$ cat src/design/crcdfr_pkg.sv
// Package for the CRC-8 command packet deframer.
// Holds the controller/datapath interface types, status codes and the CRC fold.
// No dependencies.
`default_nettype none

package crcdfr_pkg;

  localparam int unsigned STORE_DEPTH = 32;
  localparam int unsigned IDX_W       = 5;

  // Result status codes.
  localparam logic [1:0] STAT_OK          = 2'd0;
  localparam logic [1:0] STAT_BAD_OPCODE  = 2'd1;
  localparam logic [1:0] STAT_BAD_LENGTH  = 2'd2;
  localparam logic [1:0] STAT_CRC_MISMATCH = 2'd3;

  // Configuration register indexes.
  localparam logic [1:0] CFG_CRC_POLY = 2'd0;
  localparam logic [1:0] CFG_OP_MIN   = 2'd1;
  localparam logic [1:0] CFG_OP_MAX   = 2'd2;

  typedef enum logic [2:0] {
    EMIT_NONE   = 3'd0,
    EMIT_BADOP  = 3'd1,
    EMIT_BADLEN = 3'd2,
    EMIT_CRC    = 3'd3,
    EMIT_REP    = 3'd4
  } emit_sel_t;

  typedef struct packed {
    logic      take_op;
    logic      take_len;
    logic      take_data;
    logic      take_crc;
    logic      rd_wait;
    emit_sel_t emit_sel;
  } dp_cmd_t;

  typedef struct packed {
    logic op_valid;
    logic len_bad;
    logic len_in_zero;
    logic held_len_zero;
    logic data_last;
    logic crc_ok;
    logic rep_last;
    logic out_free;
  } dp_stat_t;

  // One byte folded into a CRC-8, MSB first.
  function automatic logic [7:0] crc8_fold(input logic [7:0] crc, input logic [7:0] b,
                                           input logic [7:0] poly);
    logic [7:0] c;
    c = crc ^ b;
    for (int i = 0; i < 8; i++) begin
      c = c[7] ? ((c << 1) ^ poly) : (c << 1);
    end
    return c;
  endfunction

endpackage

`default_nettype wire

$ cat src/design/crc8_command_packet_deframer_top.sv
// An error or empty-frame beat sits in the output register the cycle after the byte that
// causes it; the first payload beat of a good frame follows the read state and then the
// output state. One byte per cycle is taken while the output register is free or being
// drained and no replay is in progress; a good frame replays each payload beat through the
// registered read port of the payload store. Config writes are always ready.
// Reset (rst_n low, synchronous) returns the parser to the opcode phase, empties the
// output register and restores the config defaults; the payload store is not cleared.
`default_nettype none

module crc8_command_packet_deframer_top
  import crcdfr_pkg::*;
#(
  parameter int unsigned BUF_DEPTH = 32
) (
  input  wire logic       clk,
  input  wire logic       rst_n,
  input  wire logic       in_valid,
  output logic            in_ready,
  input  wire logic [7:0] in_rx_byte,
  output logic            out_valid,
  input  wire logic       out_ready,
  output logic [1:0]      out_status,
  output logic [7:0]      out_frame_opcode,
  output logic [4:0]      out_frame_length,
  output logic            out_payload_valid,
  output logic [7:0]      out_payload_byte,
  output logic [4:0]      out_payload_index,
  output logic [7:0]      out_crc_received,
  output logic [7:0]      out_crc_computed,
  output logic            out_last,
  input  wire logic       cfg_valid,
  output logic            cfg_ready,
  input  wire logic [1:0] cfg_index,
  input  wire logic [7:0] cfg_data
);

  dp_cmd_t  cmd;
  dp_stat_t stat;

  assign cfg_ready = 1'b1;

  crcdfr_ctrl u_ctrl (
    .clk      (clk),
    .rst_n    (rst_n),
    .in_valid (in_valid),
    .in_ready (in_ready),
    .stat     (stat),
    .cmd      (cmd)
  );

  crcdfr_dp #(
    .BUF_DEPTH (BUF_DEPTH)
  ) u_dp (
    .clk               (clk),
    .rst_n             (rst_n),
    .in_rx_byte        (in_rx_byte),
    .cfg_we            (cfg_valid && cfg_ready),
    .cfg_index         (cfg_index),
    .cfg_data          (cfg_data),
    .cmd               (cmd),
    .stat              (stat),
    .out_valid         (out_valid),
    .out_ready         (out_ready),
    .out_status        (out_status),
    .out_frame_opcode  (out_frame_opcode),
    .out_frame_length  (out_frame_length),
    .out_payload_valid (out_payload_valid),
    .out_payload_byte  (out_payload_byte),
    .out_payload_index (out_payload_index),
    .out_crc_received  (out_crc_received),
    .out_crc_computed  (out_crc_computed),
    .out_last          (out_last)
  );

endmodule

`default_nettype wire

$ cat src/design/crcdfr_ctrl.sv
// Frame parser controller for the CRC-8 command packet deframer.
// Depends on crcdfr_pkg; drives the datapath through dp_cmd_t.
`default_nettype none

module crcdfr_ctrl
  import crcdfr_pkg::*;
(
  input  wire logic     clk,
  input  wire logic     rst_n,
  input  wire logic     in_valid,
  output logic          in_ready,
  input  wire dp_stat_t stat,
  output dp_cmd_t       cmd
);

  typedef enum logic [5:0] {
    ST_OPCODE = 6'b000001,
    ST_LENGTH = 6'b000010,
    ST_DATA   = 6'b000100,
    ST_CRC    = 6'b001000,
    ST_RD     = 6'b010000,
    ST_OUT    = 6'b100000
  } state_t;

  state_t st_r, st_nxt;
  logic   in_acc;

  // Every byte may cause a result, so bytes are only taken with the output slot free.
  assign in_ready = ((st_r == ST_OPCODE) || (st_r == ST_LENGTH) || (st_r == ST_DATA) ||
                     (st_r == ST_CRC)) && stat.out_free;
  assign in_acc   = in_valid && in_ready;

  always_comb begin
    st_nxt        = st_r;
    cmd.take_op   = 1'b0;
    cmd.take_len  = 1'b0;
    cmd.take_data = 1'b0;
    cmd.take_crc  = 1'b0;
    cmd.rd_wait   = 1'b0;
    cmd.emit_sel  = EMIT_NONE;
    case (st_r)
      ST_OPCODE: begin
        if (in_acc) begin
          cmd.take_op = 1'b1;
          if (stat.op_valid) st_nxt = ST_LENGTH;
          else cmd.emit_sel = EMIT_BADOP;
        end
      end
      ST_LENGTH: begin
        if (in_acc) begin
          if (stat.len_bad) begin
            cmd.emit_sel = EMIT_BADLEN;
            st_nxt       = ST_OPCODE;
          end else begin
            cmd.take_len = 1'b1;
            st_nxt       = stat.len_in_zero ? ST_CRC : ST_DATA;
          end
        end
      end
      ST_DATA: begin
        if (in_acc) begin
          cmd.take_data = 1'b1;
          if (stat.data_last) st_nxt = ST_CRC;
        end
      end
      ST_CRC: begin
        if (in_acc) begin
          cmd.take_crc = 1'b1;
          if (!stat.crc_ok || stat.held_len_zero) begin
            cmd.emit_sel = EMIT_CRC;
            st_nxt       = ST_OPCODE;
          end else begin
            st_nxt = ST_RD;
          end
        end
      end
      ST_RD: begin
        cmd.rd_wait = 1'b1;
        st_nxt      = ST_OUT;
      end
      ST_OUT: begin
        if (stat.out_free) begin
          cmd.emit_sel = EMIT_REP;
          st_nxt       = stat.rep_last ? ST_OPCODE : ST_RD;
        end
      end
      default: st_nxt = ST_OPCODE;
    endcase
  end

  always_ff @(posedge clk) begin
    if (!rst_n) st_r <= ST_OPCODE;
    else st_r <= st_nxt;
  end

  // The store read is registered, so a read state is always followed by the output state.
  a_rd_then_out: assert property (@(posedge clk) disable iff (!rst_n)
    (st_r == ST_RD) |=> (st_r == ST_OUT))
    else $error("replay read not followed by output state");

  // No byte is taken while a payload replay is in progress.
  a_no_take_in_replay: assert property (@(posedge clk) disable iff (!rst_n)
    ((st_r == ST_RD) || (st_r == ST_OUT)) |-> !in_ready)
    else $error("input ready during replay");

endmodule

`default_nettype wire

$ cat src/design/crcdfr_dp.sv
// Datapath for the CRC-8 command packet deframer: config registers, frame
// fields, running CRC, payload store and the output register. Depends on crcdfr_pkg.
`default_nettype none

module crcdfr_dp
  import crcdfr_pkg::*;
#(
  parameter int unsigned BUF_DEPTH = 32
) (
  input  wire logic       clk,
  input  wire logic       rst_n,
  input  wire logic [7:0] in_rx_byte,
  input  wire logic       cfg_we,
  input  wire logic [1:0] cfg_index,
  input  wire logic [7:0] cfg_data,
  input  wire dp_cmd_t    cmd,
  output dp_stat_t        stat,
  output logic            out_valid,
  input  wire logic       out_ready,
  output logic [1:0]      out_status,
  output logic [7:0]      out_frame_opcode,
  output logic [4:0]      out_frame_length,
  output logic            out_payload_valid,
  output logic [7:0]      out_payload_byte,
  output logic [4:0]      out_payload_index,
  output logic [7:0]      out_crc_received,
  output logic [7:0]      out_crc_computed,
  output logic            out_last
);

  localparam logic [8:0] LEN_LIMIT = 9'((BUF_DEPTH < STORE_DEPTH) ? BUF_DEPTH : STORE_DEPTH);

  logic [7:0]       poly_r, op_min_r, op_max_r;
  logic [7:0]       held_opcode_r;
  logic [IDX_W-1:0] held_length_r;
  logic [IDX_W-1:0] cnt_r;
  logic [IDX_W-1:0] rep_cnt_r;
  logic [7:0]       crc_r;
  logic [7:0]       crc_rx_r;
  logic [7:0]       mem [STORE_DEPTH];
  logic [7:0]       rd_data_r;

  logic             out_valid_r;
  logic [1:0]       status_r;
  logic [7:0]       opcode_r;
  logic [4:0]       length_r;
  logic             pv_r;
  logic [7:0]       pb_r;
  logic [4:0]       pi_r;
  logic [7:0]       crx_r;
  logic [7:0]       ccomp_r;
  logic             last_r;

  logic             load;
  logic [1:0]       e_status;
  logic [7:0]       e_opcode;
  logic [4:0]       e_length;
  logic             e_pv;
  logic [7:0]       e_pb;
  logic [4:0]       e_pi;
  logic [7:0]       e_crx;
  logic [7:0]       e_ccomp;
  logic             e_last;
  logic [IDX_W:0]   cnt_inc;
  logic [IDX_W:0]   rep_inc;

  assign cnt_inc = {1'b0, cnt_r} + 1'b1;
  assign rep_inc = {1'b0, rep_cnt_r} + 1'b1;

  always_comb begin
    stat.op_valid      = (in_rx_byte >= op_min_r) && (in_rx_byte <= op_max_r);
    stat.len_bad       = {1'b0, in_rx_byte} >= LEN_LIMIT;
    stat.len_in_zero   = (in_rx_byte == 8'd0);
    stat.held_len_zero = (held_length_r == '0);
    stat.data_last     = cnt_inc >= {1'b0, held_length_r};
    stat.crc_ok        = (in_rx_byte == crc_r);
    stat.rep_last      = rep_inc == {1'b0, held_length_r};
    stat.out_free      = !out_valid_r || out_ready;
  end

  always_ff @(posedge clk) begin
    if (!rst_n) begin
      poly_r   <= 8'd7;
      op_min_r <= 8'd0;
      op_max_r <= 8'd255;
    end else if (cfg_we) begin
      case (cfg_index)
        CFG_CRC_POLY: poly_r   <= cfg_data;
        CFG_OP_MIN:   op_min_r <= cfg_data;
        CFG_OP_MAX:   op_max_r <= cfg_data;
        default: ;
      endcase
    end
  end

  always_ff @(posedge clk) begin
    if (cmd.take_op) held_opcode_r <= in_rx_byte;
    if (cmd.take_len) begin
      held_length_r <= in_rx_byte[IDX_W-1:0];
      cnt_r         <= '0;
      rep_cnt_r     <= '0;
      crc_r         <= '0;
    end
    if (cmd.take_data) begin
      cnt_r <= cnt_inc[IDX_W-1:0];
      crc_r <= crc8_fold(crc_r, in_rx_byte, poly_r);
    end
    if (cmd.take_crc) crc_rx_r <= in_rx_byte;
    if (cmd.emit_sel == EMIT_REP) rep_cnt_r <= rep_inc[IDX_W-1:0];
  end

  // Payload store: one write port, one registered read port at the replay index.
  always_ff @(posedge clk) begin
    if (cmd.take_data) mem[cnt_r] <= in_rx_byte;
    if (cmd.rd_wait) rd_data_r <= mem[rep_cnt_r];
  end

  always_comb begin
    e_status = STAT_OK;
    e_opcode = held_opcode_r;
    e_length = '0;
    e_pv     = 1'b0;
    e_pb     = '0;
    e_pi     = '0;
    e_crx    = '0;
    e_ccomp  = '0;
    e_last   = 1'b1;
    case (cmd.emit_sel)
      EMIT_BADOP: begin
        e_status = STAT_BAD_OPCODE;
        e_opcode = in_rx_byte;
      end
      EMIT_BADLEN: e_status = STAT_BAD_LENGTH;
      EMIT_CRC: begin
        e_status = stat.crc_ok ? STAT_OK : STAT_CRC_MISMATCH;
        e_length = held_length_r;
        e_crx    = in_rx_byte;
        e_ccomp  = crc_r;
      end
      EMIT_REP: begin
        e_length = held_length_r;
        e_pv     = 1'b1;
        e_pb     = rd_data_r;
        e_pi     = rep_cnt_r;
        e_crx    = crc_rx_r;
        e_ccomp  = crc_r;
        e_last   = stat.rep_last;
      end
      default: e_last = 1'b0;
    endcase
  end

  assign load = (cmd.emit_sel != EMIT_NONE);

  always_ff @(posedge clk) begin
    if (!rst_n) out_valid_r <= 1'b0;
    else if (load) out_valid_r <= 1'b1;
    else if (out_ready) out_valid_r <= 1'b0;
  end

  always_ff @(posedge clk) begin
    if (load) begin
      status_r <= e_status;
      opcode_r <= e_opcode;
      length_r <= e_length;
      pv_r     <= e_pv;
      pb_r     <= e_pb;
      pi_r     <= e_pi;
      crx_r    <= e_crx;
      ccomp_r  <= e_ccomp;
      last_r   <= e_last;
    end
  end

  assign out_valid         = out_valid_r;
  assign out_status        = status_r;
  assign out_frame_opcode  = opcode_r;
  assign out_frame_length  = length_r;
  assign out_payload_valid = pv_r;
  assign out_payload_byte  = pb_r;
  assign out_payload_index = pi_r;
  assign out_crc_received  = crx_r;
  assign out_crc_computed  = ccomp_r;
  assign out_last          = last_r;

  // A result is only loaded into a free output register.
  a_load_when_free: assert property (@(posedge clk) disable iff (!rst_n)
    load |-> stat.out_free)
    else $error("result loaded over a pending beat");

  // Replay never reads past the stored payload.
  a_rep_in_range: assert property (@(posedge clk) disable iff (!rst_n)
    (cmd.emit_sel == EMIT_REP) |-> (rep_cnt_r < held_length_r))
    else $error("replay index beyond frame length");

  // A fresh length always restarts the byte count.
  a_len_clears_cnt: assert property (@(posedge clk) disable iff (!rst_n)
    cmd.take_len |=> (cnt_r == '0) && (crc_r == 8'd0))
    else $error("byte count or CRC not restarted");

endmodule

`default_nettype wire

$ cat config.mk
export PLATFORM = sky130hd
export DESIGN_NAME = crc8_command_packet_deframer_top
export DESIGN_NICKNAME = d
export VERILOG_FILES = /design/src/design/crcdfr_pkg.sv /design/src/design/crc8_command_packet_deframer_top.sv /design/src/design/crcdfr_ctrl.sv /design/src/design/crcdfr_dp.sv
export SDC_FILE = /design/constraint.sdc
export NUM_CORES = 1
export LEC_CHECK = 0
export BUFFER_PORTS_ARGS = -buffer_cell sky130_fd_sc_hd__buf_4
export CAP_MARGIN = 20
export CORE_MARGIN = 2
export CORE_UTILIZATION = 32
export DETAILED_ROUTE_END_ITERATION = 12
export SLEW_MARGIN = 40
export SYNTH_ARGS = -nofsm -noshare
export SYNTH_HDL_FRONTEND = slang
export SYNTH_SLANG_ARGS = --single-unit
$ cat constraint.sdc
create_clock -name clk -period 5.55 [get_ports clk]
set_input_delay 1.665 -clock clk [delete_from_list [all_inputs] [get_ports clk]]
set_output_delay 1.665 -clock clk [all_outputs]
set_load 0.1 [all_outputs]
# --- Word-level counts from Yosys, hierarchy flattened ---
# Memory sizes are Yosys's and may differ from the RTL's. A register that Yosys moved wholly into a read port is not among the register bits.
# Index checks and enable logic that the tools add are counted.
word_totals:
  ff_bits: 116
  ram_bits: 256
  in_bits: 23
  wordCells: 131
  memories: 1
classes:
  add_sub_neg: 2
  n_lt_le_gt_ge: 4
  eq_ne: 21
  mux: 51
  bitwise: 9
  n_reduce_logical: 23
mem_list:
  columns: ["memory", "words", "width", "rd", "rd_ports_with_merged_regs", "write_ports", "line", "text"]
  rows:
  - ["u_dp.mem", 32, 8, 1, 1, 1, "crcdfr_dp.sv:40", "logic [7:0] mem [STORE_DEPTH];"]
op_table:
  columns: ["op", "count"]
  rows:
  - ["$mux W8", 11]
  - ["$xor A8 B8 Y8", 9]
  - ["$mux W6", 8]
  - ["$pmux W6 S6", 1]
  - ["$mux W5", 5]
  - ["$pmux W8 S2", 1]
  - ["$mux W1", 14]
  - ["$add A5 B1 Y6 const B", 2]
  - ["$mux W3", 4]
  - ["$pmux W3 S4", 1]
  - ["$ne A2 B1 Y1 const B", 5]
  - ["$eq A8 B8 Y1", 1]
  - ["$ge A8 B6 Y1 const B", 1]
  - ["$ge A8 B8 Y1", 1]
  - ["$le A8 B8 Y1", 1]
  - ["$logic_not A8 Y1", 1]
  - ["$reduce_and A7 Y1", 1]
  - ["$eq A3 B2 Y1 const B", 2]
  - ["$eq A6 B1 Y1 const B", 1]
  - ["$eq A6 B2 Y1 const B", 1]
  - ["$eq A6 B3 Y1 const B", 1]
  - ["$eq A6 B4 Y1 const B", 1]
  - ["$eq A6 B5 Y1", 1]
  - ["$eq A6 B5 Y1 const B", 1]
  - ["other kinds (21)", 35]

# --- Longest topological paths before layout ---
# Gate-level depths: netlist of run 1.
depth:
  depth_word: 18
  ltp_mapped: 14

# --- Modules after synthesis ---
# A second synthesis of run 1 with hierarchy kept.
hier_totals:
  hier_cells: 1248
  area_unflattened_um2: 17468.0
by_module_without_submodules:
  columns: ["mod", "instances", "cells_each", "area_per_inst_um2", "seq_area_each_um2"]
  rows:
  - ["crcdfr_dp", 1, 1176, 16933.7, 10980.5]
  - ["crcdfr_ctrl", 1, 70, 523.0, 120.1]
  - ["crc8_command_packet_deframer_top", 1, 2, 11.3, 0.0]

# --- Worst setup path before layout of run 1 ---
# No wires, ideal clock.
synth_timing:
  path_kind: "input to register"
  startpoint: "input out_ready"
  endpoint: "register u_dp.ccomp_r[0] (netlist: u_dp.out_crc_computed[0]), enable pin"
  setup_ns: 0.383
  arrival_ns: 4.857
  required_time_ns: 5.167
  path_slack_ns: 0.310
  stages: 6
  n_path_buf: 0
  path_cell_list: "nor2b_1 > nor2_1 > nand2_1 > or4_1 > a21oi_1 > or2_2"
synth_via:
  elab_chain_len: 6
  elab_cells_between_ends: 9
  cone_classes: "5 x mux; 4 x reduce/logical"
synth_lines:
  columns: ["element", "line", "text"]
  rows:
  - ["start: declaration", "crc8_command_packet_deframer_top.sv:21", "input wire logic out_ready,"]
  - ["$logic_or A1 B1 Y1 *", "crcdfr_dp.sv:78", "stat.out_free = !out_valid_r || out_ready;"]
  - ["$logic_and A1 B1 Y1 *", "crcdfr_ctrl.sv:30", "(st_r == ST_CRC)) && stat.out_free;"]
  - ["net in_ready", "crc8_command_packet_deframer_top.sv:18", "output logic in_ready,"]
  - ["$logic_and A1 B1 Y1 *", "crcdfr_ctrl.sv:31", "assign in_acc = in_valid && in_ready;"]
  - ["$mux W3, on equally long branches", "crcdfr_ctrl.sv:67, crcdfr_ctrl.sv:43, crcdfr_ctrl.sv:50", null]
  - ["$pmux W3 S4 *", "crcdfr_ctrl.sv:41", "case (st_r)"]
  - ["$reduce_bool A3 Y1 *", "crcdfr_dp.sv:153", "assign load = (cmd.emit_sel != EMIT_NONE);"]
  - ["net u_dp.load", "crcdfr_dp.sv:54", "logic load;"]
  - ["end signal: assignment", "crcdfr_dp.sv:170", "ccomp_r <= e_ccomp;"]
  - ["end: declaration", "crcdfr_dp.sv:51", "logic [7:0] ccomp_r;"]
# The timed path passes the listed nets; every way through them passes the cells marked *.
# A chain may end at the register's enable or synchronous reset.

# --- Final worst setup path of run 1 ---
layout_timing:
  startpoint: "input in_rx_byte[5]"
  endpoint: "register u_dp.crc_r[1], data pin"
layout_via:
  elab_chain_len: 16
  elab_cells_between_ends: 17
  cone_classes: "9 x mux; 8 x bitwise"
layout_lines:
  columns: ["element", "line", "text"]
  rows:
  - ["start: declaration", "crc8_command_packet_deframer_top.sv:19", "input wire logic [7:0] in_rx_byte,"]
  - ["$xor A8 B8 Y8 *", "crcdfr_pkg.sv:54", "c = crc ^ b;"]
  - ["$xor A8 B8 Y8", "crcdfr_pkg.sv:56", "c = c[7] ? ((c << 1) ^ poly) : (c << 1);"]
  - ["$mux W8 *", "crcdfr_pkg.sv:56", null]
  - ["$xor A8 B8 Y8", "crcdfr_pkg.sv:56", null]
  - ["$mux W8 * (2 in series)", "crcdfr_pkg.sv:56", null]
  - ["$xor A8 B8 Y8", "crcdfr_pkg.sv:56", null]
  - ["$mux W8 *", "crcdfr_pkg.sv:56", null]
  - ["$xor A8 B8 Y8", "crcdfr_pkg.sv:56", null]
  - ["$mux W8 *", "crcdfr_pkg.sv:56", null]
  - ["$xor A8 B8 Y8", "crcdfr_pkg.sv:56", null]
  - ["$mux W8 * (2 in series)", "crcdfr_pkg.sv:56", null]
  - ["$xor A8 B8 Y8 or $mux W8 (tied branches)", "crcdfr_pkg.sv:56", null]
  - ["$mux W8 *", "crcdfr_pkg.sv:56", null]
  - ["$mux W8 *", "crcdfr_dp.sv:104", "if (cmd.take_data) begin"]
  - ["end signal: assignment", "crcdfr_dp.sv:106", "crc_r <= crc8_fold(crc_r, in_rx_byte, poly_r);"]
  - ["end: declaration", "crcdfr_dp.sv:38", "logic [7:0] crc_r;"]
# Every way passes the cells marked *; elsewhere a longest branch is shown, timed or not.

==> summary.txt, run 1 <==
Global route
  – Initial antenna violation count: 2
  – Overall Global Routing Usage: 0.1463
  – First-pass GRT wire length: 61.84 mm
  – Vias in the first global route: ~9700
  – Largest net degree at the start of global routing: 50
  – Global route overflow: 0

CTS
  – CTS Buf Count: 41
  – CTS sink cnt: 380
  – Maximum clock path buffer count: 3
  – CTS root buffer: clkbuf_16
  – Worst-path clk slew: about 0.060 ns
  – Clk Latency, worst-skew pair: around 0.57 ns
  – H-Tree Depth: 2
  – CTS tree: yes
  – Post-CTS sizing: 0
  – Setup bufs post-CTS: 0
  – Hold_buf cts: 0

Die
  – Total core area: 52550 um^2
  – Die ar.: 55040 um^2
  – Die span in y: 234.6 um
  – IO Count: 72
  – Site Rows: 84
  – Die Span X: 234.6 um
  – Starting density of the core: 0.3239

Routing
  – DR WL/cell: 21.06 um
  – Final WL: 40.48 mm
  – Drt first-iter violations: 938
  – DRC: 0
  – Via density: approximately 5.1
  – Via Count: 9777
  – DRT Pass-1 Iters: 6
  – Final ANT Viol Nets: 0

STA
  – Fin crit share: 0.8898
  – Worst hold slack: 0.5046 ns
  – Final worst slack: 0.6114 ns
  – Final Hold Fails: 0
  – Minimum clock period: roughly 4.9 ns
  – Setup tns final: 0 ns
  – Fmax: a little over 200 MHz
  – Relative slew slack: 0.4256
  – RSZ-0062 raised after global routing: no
  – Slew @ Worst Pin: 0.8585 ns
  – Max-slew violation count: 0
  – Skew final: 0.02021 ns
  – Setup violators final: 0

Place
  – GPL Wtd Cong: 0.8871
  – HPWL after DPL: 27.01 mm
  – Setup WS pre-CTS: 0.08935 ns
  – IO buf count: 70
  – Placed cell area: 18540 um^2

Critical path
  – Crit path kind: input pin to register
  – Reg2reg end: u_dp.crc_r[1]
  – Critical Path End: u_dp.crc_r[1]
  – Register-to-register path setup slack: 1.27 ns
  – WP data required: 5.85 ns
  – Depth of the most critical reg-to-reg path: 12
  – Worst Path Max Fanout: 14
  – Crit start category: input pin
  – FF-to-FF Start: u_dp.crc_r[5]
  – Crit path DAT: 5.24 ns
  – CP startpoint: in_rx_byte[5]
  – Setup crit end kind: register

Logic synthesis
  – Asr flop ratio synth: 0
  – Post-synth EDFFs: ~350
  – Dominant synthesized flop cell: edfxtp_1
  – Ys Warns: 0
  – Synthesized area per cell: 15.42 um^2
  – Syn nets: 1153
  – Seq cells post-synth: 380
  – Mapped Area: 17020 um^2
  – Synthesized instance count: 1104
  – Seq/Total Area, Yosys: 0.6523
  – Distinct cells, synth: 69

Pwr
  – Power Density: between 300 and 400 nW/um^2
  – Leakage: 6.919 nW
  – Tot Pwr: 7.082 mW
  – Worst vdd ir: 0.2197 mV

Final layout
  – Antenna Cells: 0
  – Area Overhead vs Synth: 17.01%
  – Commonest non-fill, non-tap cell in the layout: edfxtp_1
  – Most frequent cells in the layout: edfxtp_1 (349), buf_4 (108), mux4_2 (80)
  – Share of layout cells above drive strength 1: 0.2374
  – Finished Cell Area: 19910 um^2
  – Final net count: about 1300
  – Fillers: 4865
  – Reg area: 11100 um^2
  – Multi-input gate area: 5623 um^2

Worst hold path
  – HP Class: register to register

Status
  – Status: finished clean

Run
  – Max-cap violations: 0
cells by family (layout without fill, tap and decap cells):
logic type | Yosys count | count (layout) | share of synthesized area
multiplexers | 116 | 116 | 0.1283
AO/OA/AOI/OAI | 133 | 133 | 0.05514
adder cells (fa/ha/maj) | 26 | 26 | 0.01911
other | 1 | 1 | 0.0002203
XOR/XNOR | 59 | 59 | 0.03661
buffers and inverters | 87 | 217 | 0.01948
AND/OR/NAND/NOR | 302 | 302 | 0.08889
flip-flops | 380 | 380 | 0.6523
per-stage QoR:
stage | util | std cells
after floorplan | - | 1104
after global placement | 0.3519 | 1844
after detailed placement | 0.3529 | 1847
after CTS | 0.3785 | 1922
after global routing | 0.3790 | 1922
final | 0.3790 | 1922
cell type report:
type,instances,share of cell area
tap,688,0.04323
timing repair buffer,112,0.04360
clock inverter,24,0.01332
clock buffer,51,0.05441
inverter,30,0.005655
multi-input combinational,637,0.2824
sequential,380,0.5574
cell usage after synthesis, drive strengths merged, types with 5 or more instances:
library cell | n | area, um^2
mux2 | 17 | 191.4
xnor3 | 6 | 136.4
inv | 30 | 112.6
o21ai | 23 | 115.1
and3 | 8 | 50.05
nand3 | 22 | 110.1
mux4 | 80 | 1802
nand4 | 6 | 37.54
nor4 | 8 | 56.30
xnor2 | 36 | 330.3
or2 | 8 | 50.05
o211ai | 16 | 120.1
nand2b | 7 | 43.79
nand2 | 75 | 281.5
or3 | 7 | 43.79
o21a | 5 | 37.54
buf | 10 | 42.54
clkbuf | 47 | 176.4
nor2 | 72 | 270.3
a211oi | 5 | 42.54
a21o | 13 | 97.59
a22o | 9 | 78.83
edfxtp | 349 | 10480
xor2 | 17 | 156.4
mux2i | 19 | 190.2
and2 | 36 | 225.2
a21oi | 29 | 156.4
ha | 26 | 325.3
nor3 | 15 | 75.07
nor2b | 20 | 125.1
o31a | 5 | 43.79
nand3b | 5 | 37.54
dfxtp | 31 | 620.6
report_power, final:
part / total [mW] / internal, mW / switching [mW]
registers: 3.28 / 3.23 / 0.0469
logic: 1.07 / 0.302 / 0.771
clock network: 2.73 / 1.59 / 1.14
sequential cells by signal, summed over array words and instances (netlist names), 6 cells and up:
| name | flops |
|---|---|
| u_dp.out_crc_received | 8 |
| u_dp.out_crc_computed | 8 |
| u_dp.op_max_r | 8 |
| u_dp.crc_rx_r | 8 |
| u_dp.mem | 256 |
| u_dp.held_opcode_r | 8 |
| u_dp.op_min_r | 8 |
| u_dp.crc_r | 8 |
| u_dp.out_frame_opcode | 8 |
| u_dp.poly_r | 8 |
| u_dp.out_payload_byte | 8 |
| u_ctrl.st_r | 6 |
| u_dp.rd_data_r | 8 |
routing by layer:
metal  GRT usage  up-vias  wire [um]
li1            -     4462          -
met1      0.2023     4928      18050
met2      0.2342      310      19200
met3     0.02185       75       2116
met4     0.05351        2       1103
met5           0        -         13
worst max-delay path, stage by stage:
cell and delay [ns]:
buf_4 0.17, xnor2_2 0.31, xnor2_1 0.26, mux2_2 0.40, nor3_1 0.41, nor2_1 0.19, nor4_1 0.45, o31a_1 0.25
o211ai_1 0.18, a21oi_4 0.27, xnor2_1 0.22, nand2_1 0.10, mux2_1 0.32
worst min-delay path by stage:
stage | from | endpoint | slack (ns) | cells past startpoint
final | u_dp.op_max_r[6] | u_dp.op_max_r[6] | 0.50 | 2
after floorplan | u_dp.op_max_r[0] | u_dp.op_max_r[0] | 0.47 | 2
after CTS | u_dp.rd_data_r[6] | u_dp.out_payload_byte[6] | 0.51 | 1
after global routing | u_dp.op_max_r[2] | u_dp.op_max_r[2] | 0.52 | 2
after detailed placement | u_dp.op_max_r[6] | u_dp.op_max_r[6] | 0.50 | 2
after global placement | u_dp.op_max_r[4] | u_dp.op_max_r[4] | 0.50 | 2
No activity file was read; power rests on OpenSTA's default activity.
==> run 2: changes to the inputs <==
Settings changed: CTS_BUF_LIST set to sky130_fd_sc_hd__clkbuf_4.
Clock period 5.55 ns to 4.3 ns, I/O delays scaled along.
==> summary.txt, run 2 (synthesis results as in run 1) <==
Global route
  – Vias in the first global route: ~10000
  – Largest net degree at the start of global routing: 50
  – Overall Global Routing Usage: 0.1479
  – Global route overflow: 0
  – Initial antenna violation count: 2
  – First-pass GRT wire length: 62.36 mm

Final layout
  – Fillers: 4958
  – Commonest non-fill, non-tap cell in the layout: edfxtp_1
  – Final net count: 1384
  – Multi-input gate area: 5664 um^2
  – Non-filler cells, final: 2093
  – Share of layout cells above drive strength 1: 0.3250
  – Most frequent cells in the layout: edfxtp_1 (349), buf_4 (183), clkbuf_4 (138)
  – Area Overhead vs Synth: 19.79%
  – Finished Core Util: 0.3880
  – Reg with most FFs: u_dp.mem
  – Max reg flops: 256
  – Reg area: about 11000 um^2

Worst hold path
  – Worst hold stages: 2
  – Hold path start: u_dp.op_max_r[2]
  – Worst Hold Endpoint: u_dp.op_max_r[2]
  – HP Class: register to register

Routing
  – Drt first-iter violations: roughly 840
  – Via Count: 10340
  – DRC: 0
  – DRT Pass-1 Iters: 5
  – Via density: 4.942
  – DR WL/cell: 19.53 um
  – Final ANT Viol Nets: 0
  – Final WL: 40.88 mm

Die
  – Starting density of the core: 0.3239
  – Total core area: 52550 um^2
  – Die span in y: ~230 um
  – IO Count: 72
  – Die ar.: 55040 um^2
  – Site Rows: 84
  – Die Span X: 234.6 um

Critical path
  – Crit path kind: input pin to register
  – Setup crit end kind: register
  – Register-to-register path setup slack: 0.33 ns
  – Crit start category: input pin
  – Reg2reg end: u_dp.crc_r[4]
  – FF-to-FF Start: u_dp.crc_r[7]
  – Depth of the most critical reg-to-reg path: 13
  – WP data required: 4.91 ns
  – Crit path DAT: 4.59 ns
  – Worst Path Max Fanout: 9

STA
  – Minimum clock period: 3.977 ns
  – Fmax: around 250 MHz
  – Relative slew slack: 0.4180
  – Final worst slack: around 0.32 ns
  – Setup violators final: 0
  – Max-slew violation count: 0
  – Final Hold Fails: 0
  – Skew final: 0.05336 ns
  – Slew @ Worst Pin: 0.8708 ns
  – Worst hold slack: approximately 0.5 ns
  – Fin crit share: 0.9249
  – RSZ-0062 raised after global routing: no

CTS
  – CTS Buf Count: 99
  – CTS tree: yes
  – Post-CTS sizing: 0
  – Maximum clock path buffer count: 3
  – Worst-path clk slew: about 0.07 ns
  – Hold_buf cts: 0
  – CTS sink cnt: 380
  – Clk Latency, worst-skew pair: 0.78 ns
  – Setup bufs post-CTS: 0
  – CTS root buffer: clkbuf_4
  – H-Tree Depth: 3

Pwr
  – Worst vdd ir: 0.1996 mV
  – Leakage: 7.387 nW
  – Power Density: 425.2 nW/um^2

Place
  – IO buf count: 70
  – HPWL after DPL: 27.52 mm
  – Placed cell count: 1922
  – GPL Wtd Cong: 0.8608
  – Setup WS pre-CTS: -0.3997 ns

Status
  – Status: finished clean

Run
  – Max-cap violations: 0
-- run 2: cell types whose count changed in the layout (fill, tap and decap cells not counted), moves of 9 or more --
cell	before	now
buf_4	108	183
clkbuf_4	0	138
nor2_1	61	70
nor2_2	11	2
clkinv_1	11	22
clkbuf_16	41	0
-- run 2: area by class of cell --
| class | instances | share of cell area |
|---|---|---|
| Antenna cell | 2 | 0.0002455 |
| Clock buffer | 138 | 0.05082 |
| Clock inverter | 31 | 0.007978 |
| Inverter | 30 | 0.005523 |
| Multi-Input combinational cell | 637 | 0.2778 |
| Sequential cell | 380 | 0.5445 |
| Tap cell | 688 | 0.04222 |
| Timing Repair Buffer | 187 | 0.07089 |
-- run 2: per-layer routing --
metal  track usage  share of wire  up-vias
li1              -              -     4796
met1        0.1932           0.43     5134
met2        0.2405           0.48      337
met3       0.02925          0.055       76
met4       0.06233          0.031        0
met5             0              0        -
-- run 2: worst max-delay path by stage --
stage                  start            end  slack (ns)
2_1_floorplan  in_rx_byte[7]  u_dp.crc_r[1]       -0.01
3_3_place_gp   in_rx_byte[7]  u_dp.crc_r[4]       -0.31
3_5_place_dp   in_rx_byte[7]  u_dp.crc_r[4]       -0.40
4_1_cts        u_dp.crc_r[7]  u_dp.crc_r[4]        0.35
5_1_grt        u_dp.crc_r[7]  u_dp.crc_r[4]        0.01
6_report       in_rx_byte[7]  u_dp.crc_r[4]        0.32
-- run 2: worst max-delay path, cell delays in order --
cell and delay, ns:
buf_4 0.16, xnor2_2 0.23, xnor2_1 0.45, a21oi_1 0.17, nor3_2 0.34, or2_2 0.17, o221ai_1 0.16, nor4_2 0.41
o211ai_1 0.23, a21oi_4 0.25, buf_4 0.16, mux2i_1 0.23, xnor3_1 0.24, nor2_1 0.08
-- run 2: where the power goes --
group	switching [mW]	total, mW	internal [mW]
clock	1.42	2.96	1.54
sequential	0.0578	4.23	4.17
combinational	1.02	1.48	0.458
total	2.50	8.67	6.16
-- run 2: stage by stage --
stage                      TNS, ns  power [mW]  instance area [um^2]
after CTS                        0       8.768                 20380
after floorplan           -0.01441       5.341                 17100
after global placement      -2.201       5.768                 19160
after detailed placement    -2.809       5.789                 19180
after global routing             0       9.056                 20390
final                            0       8.668                 20390
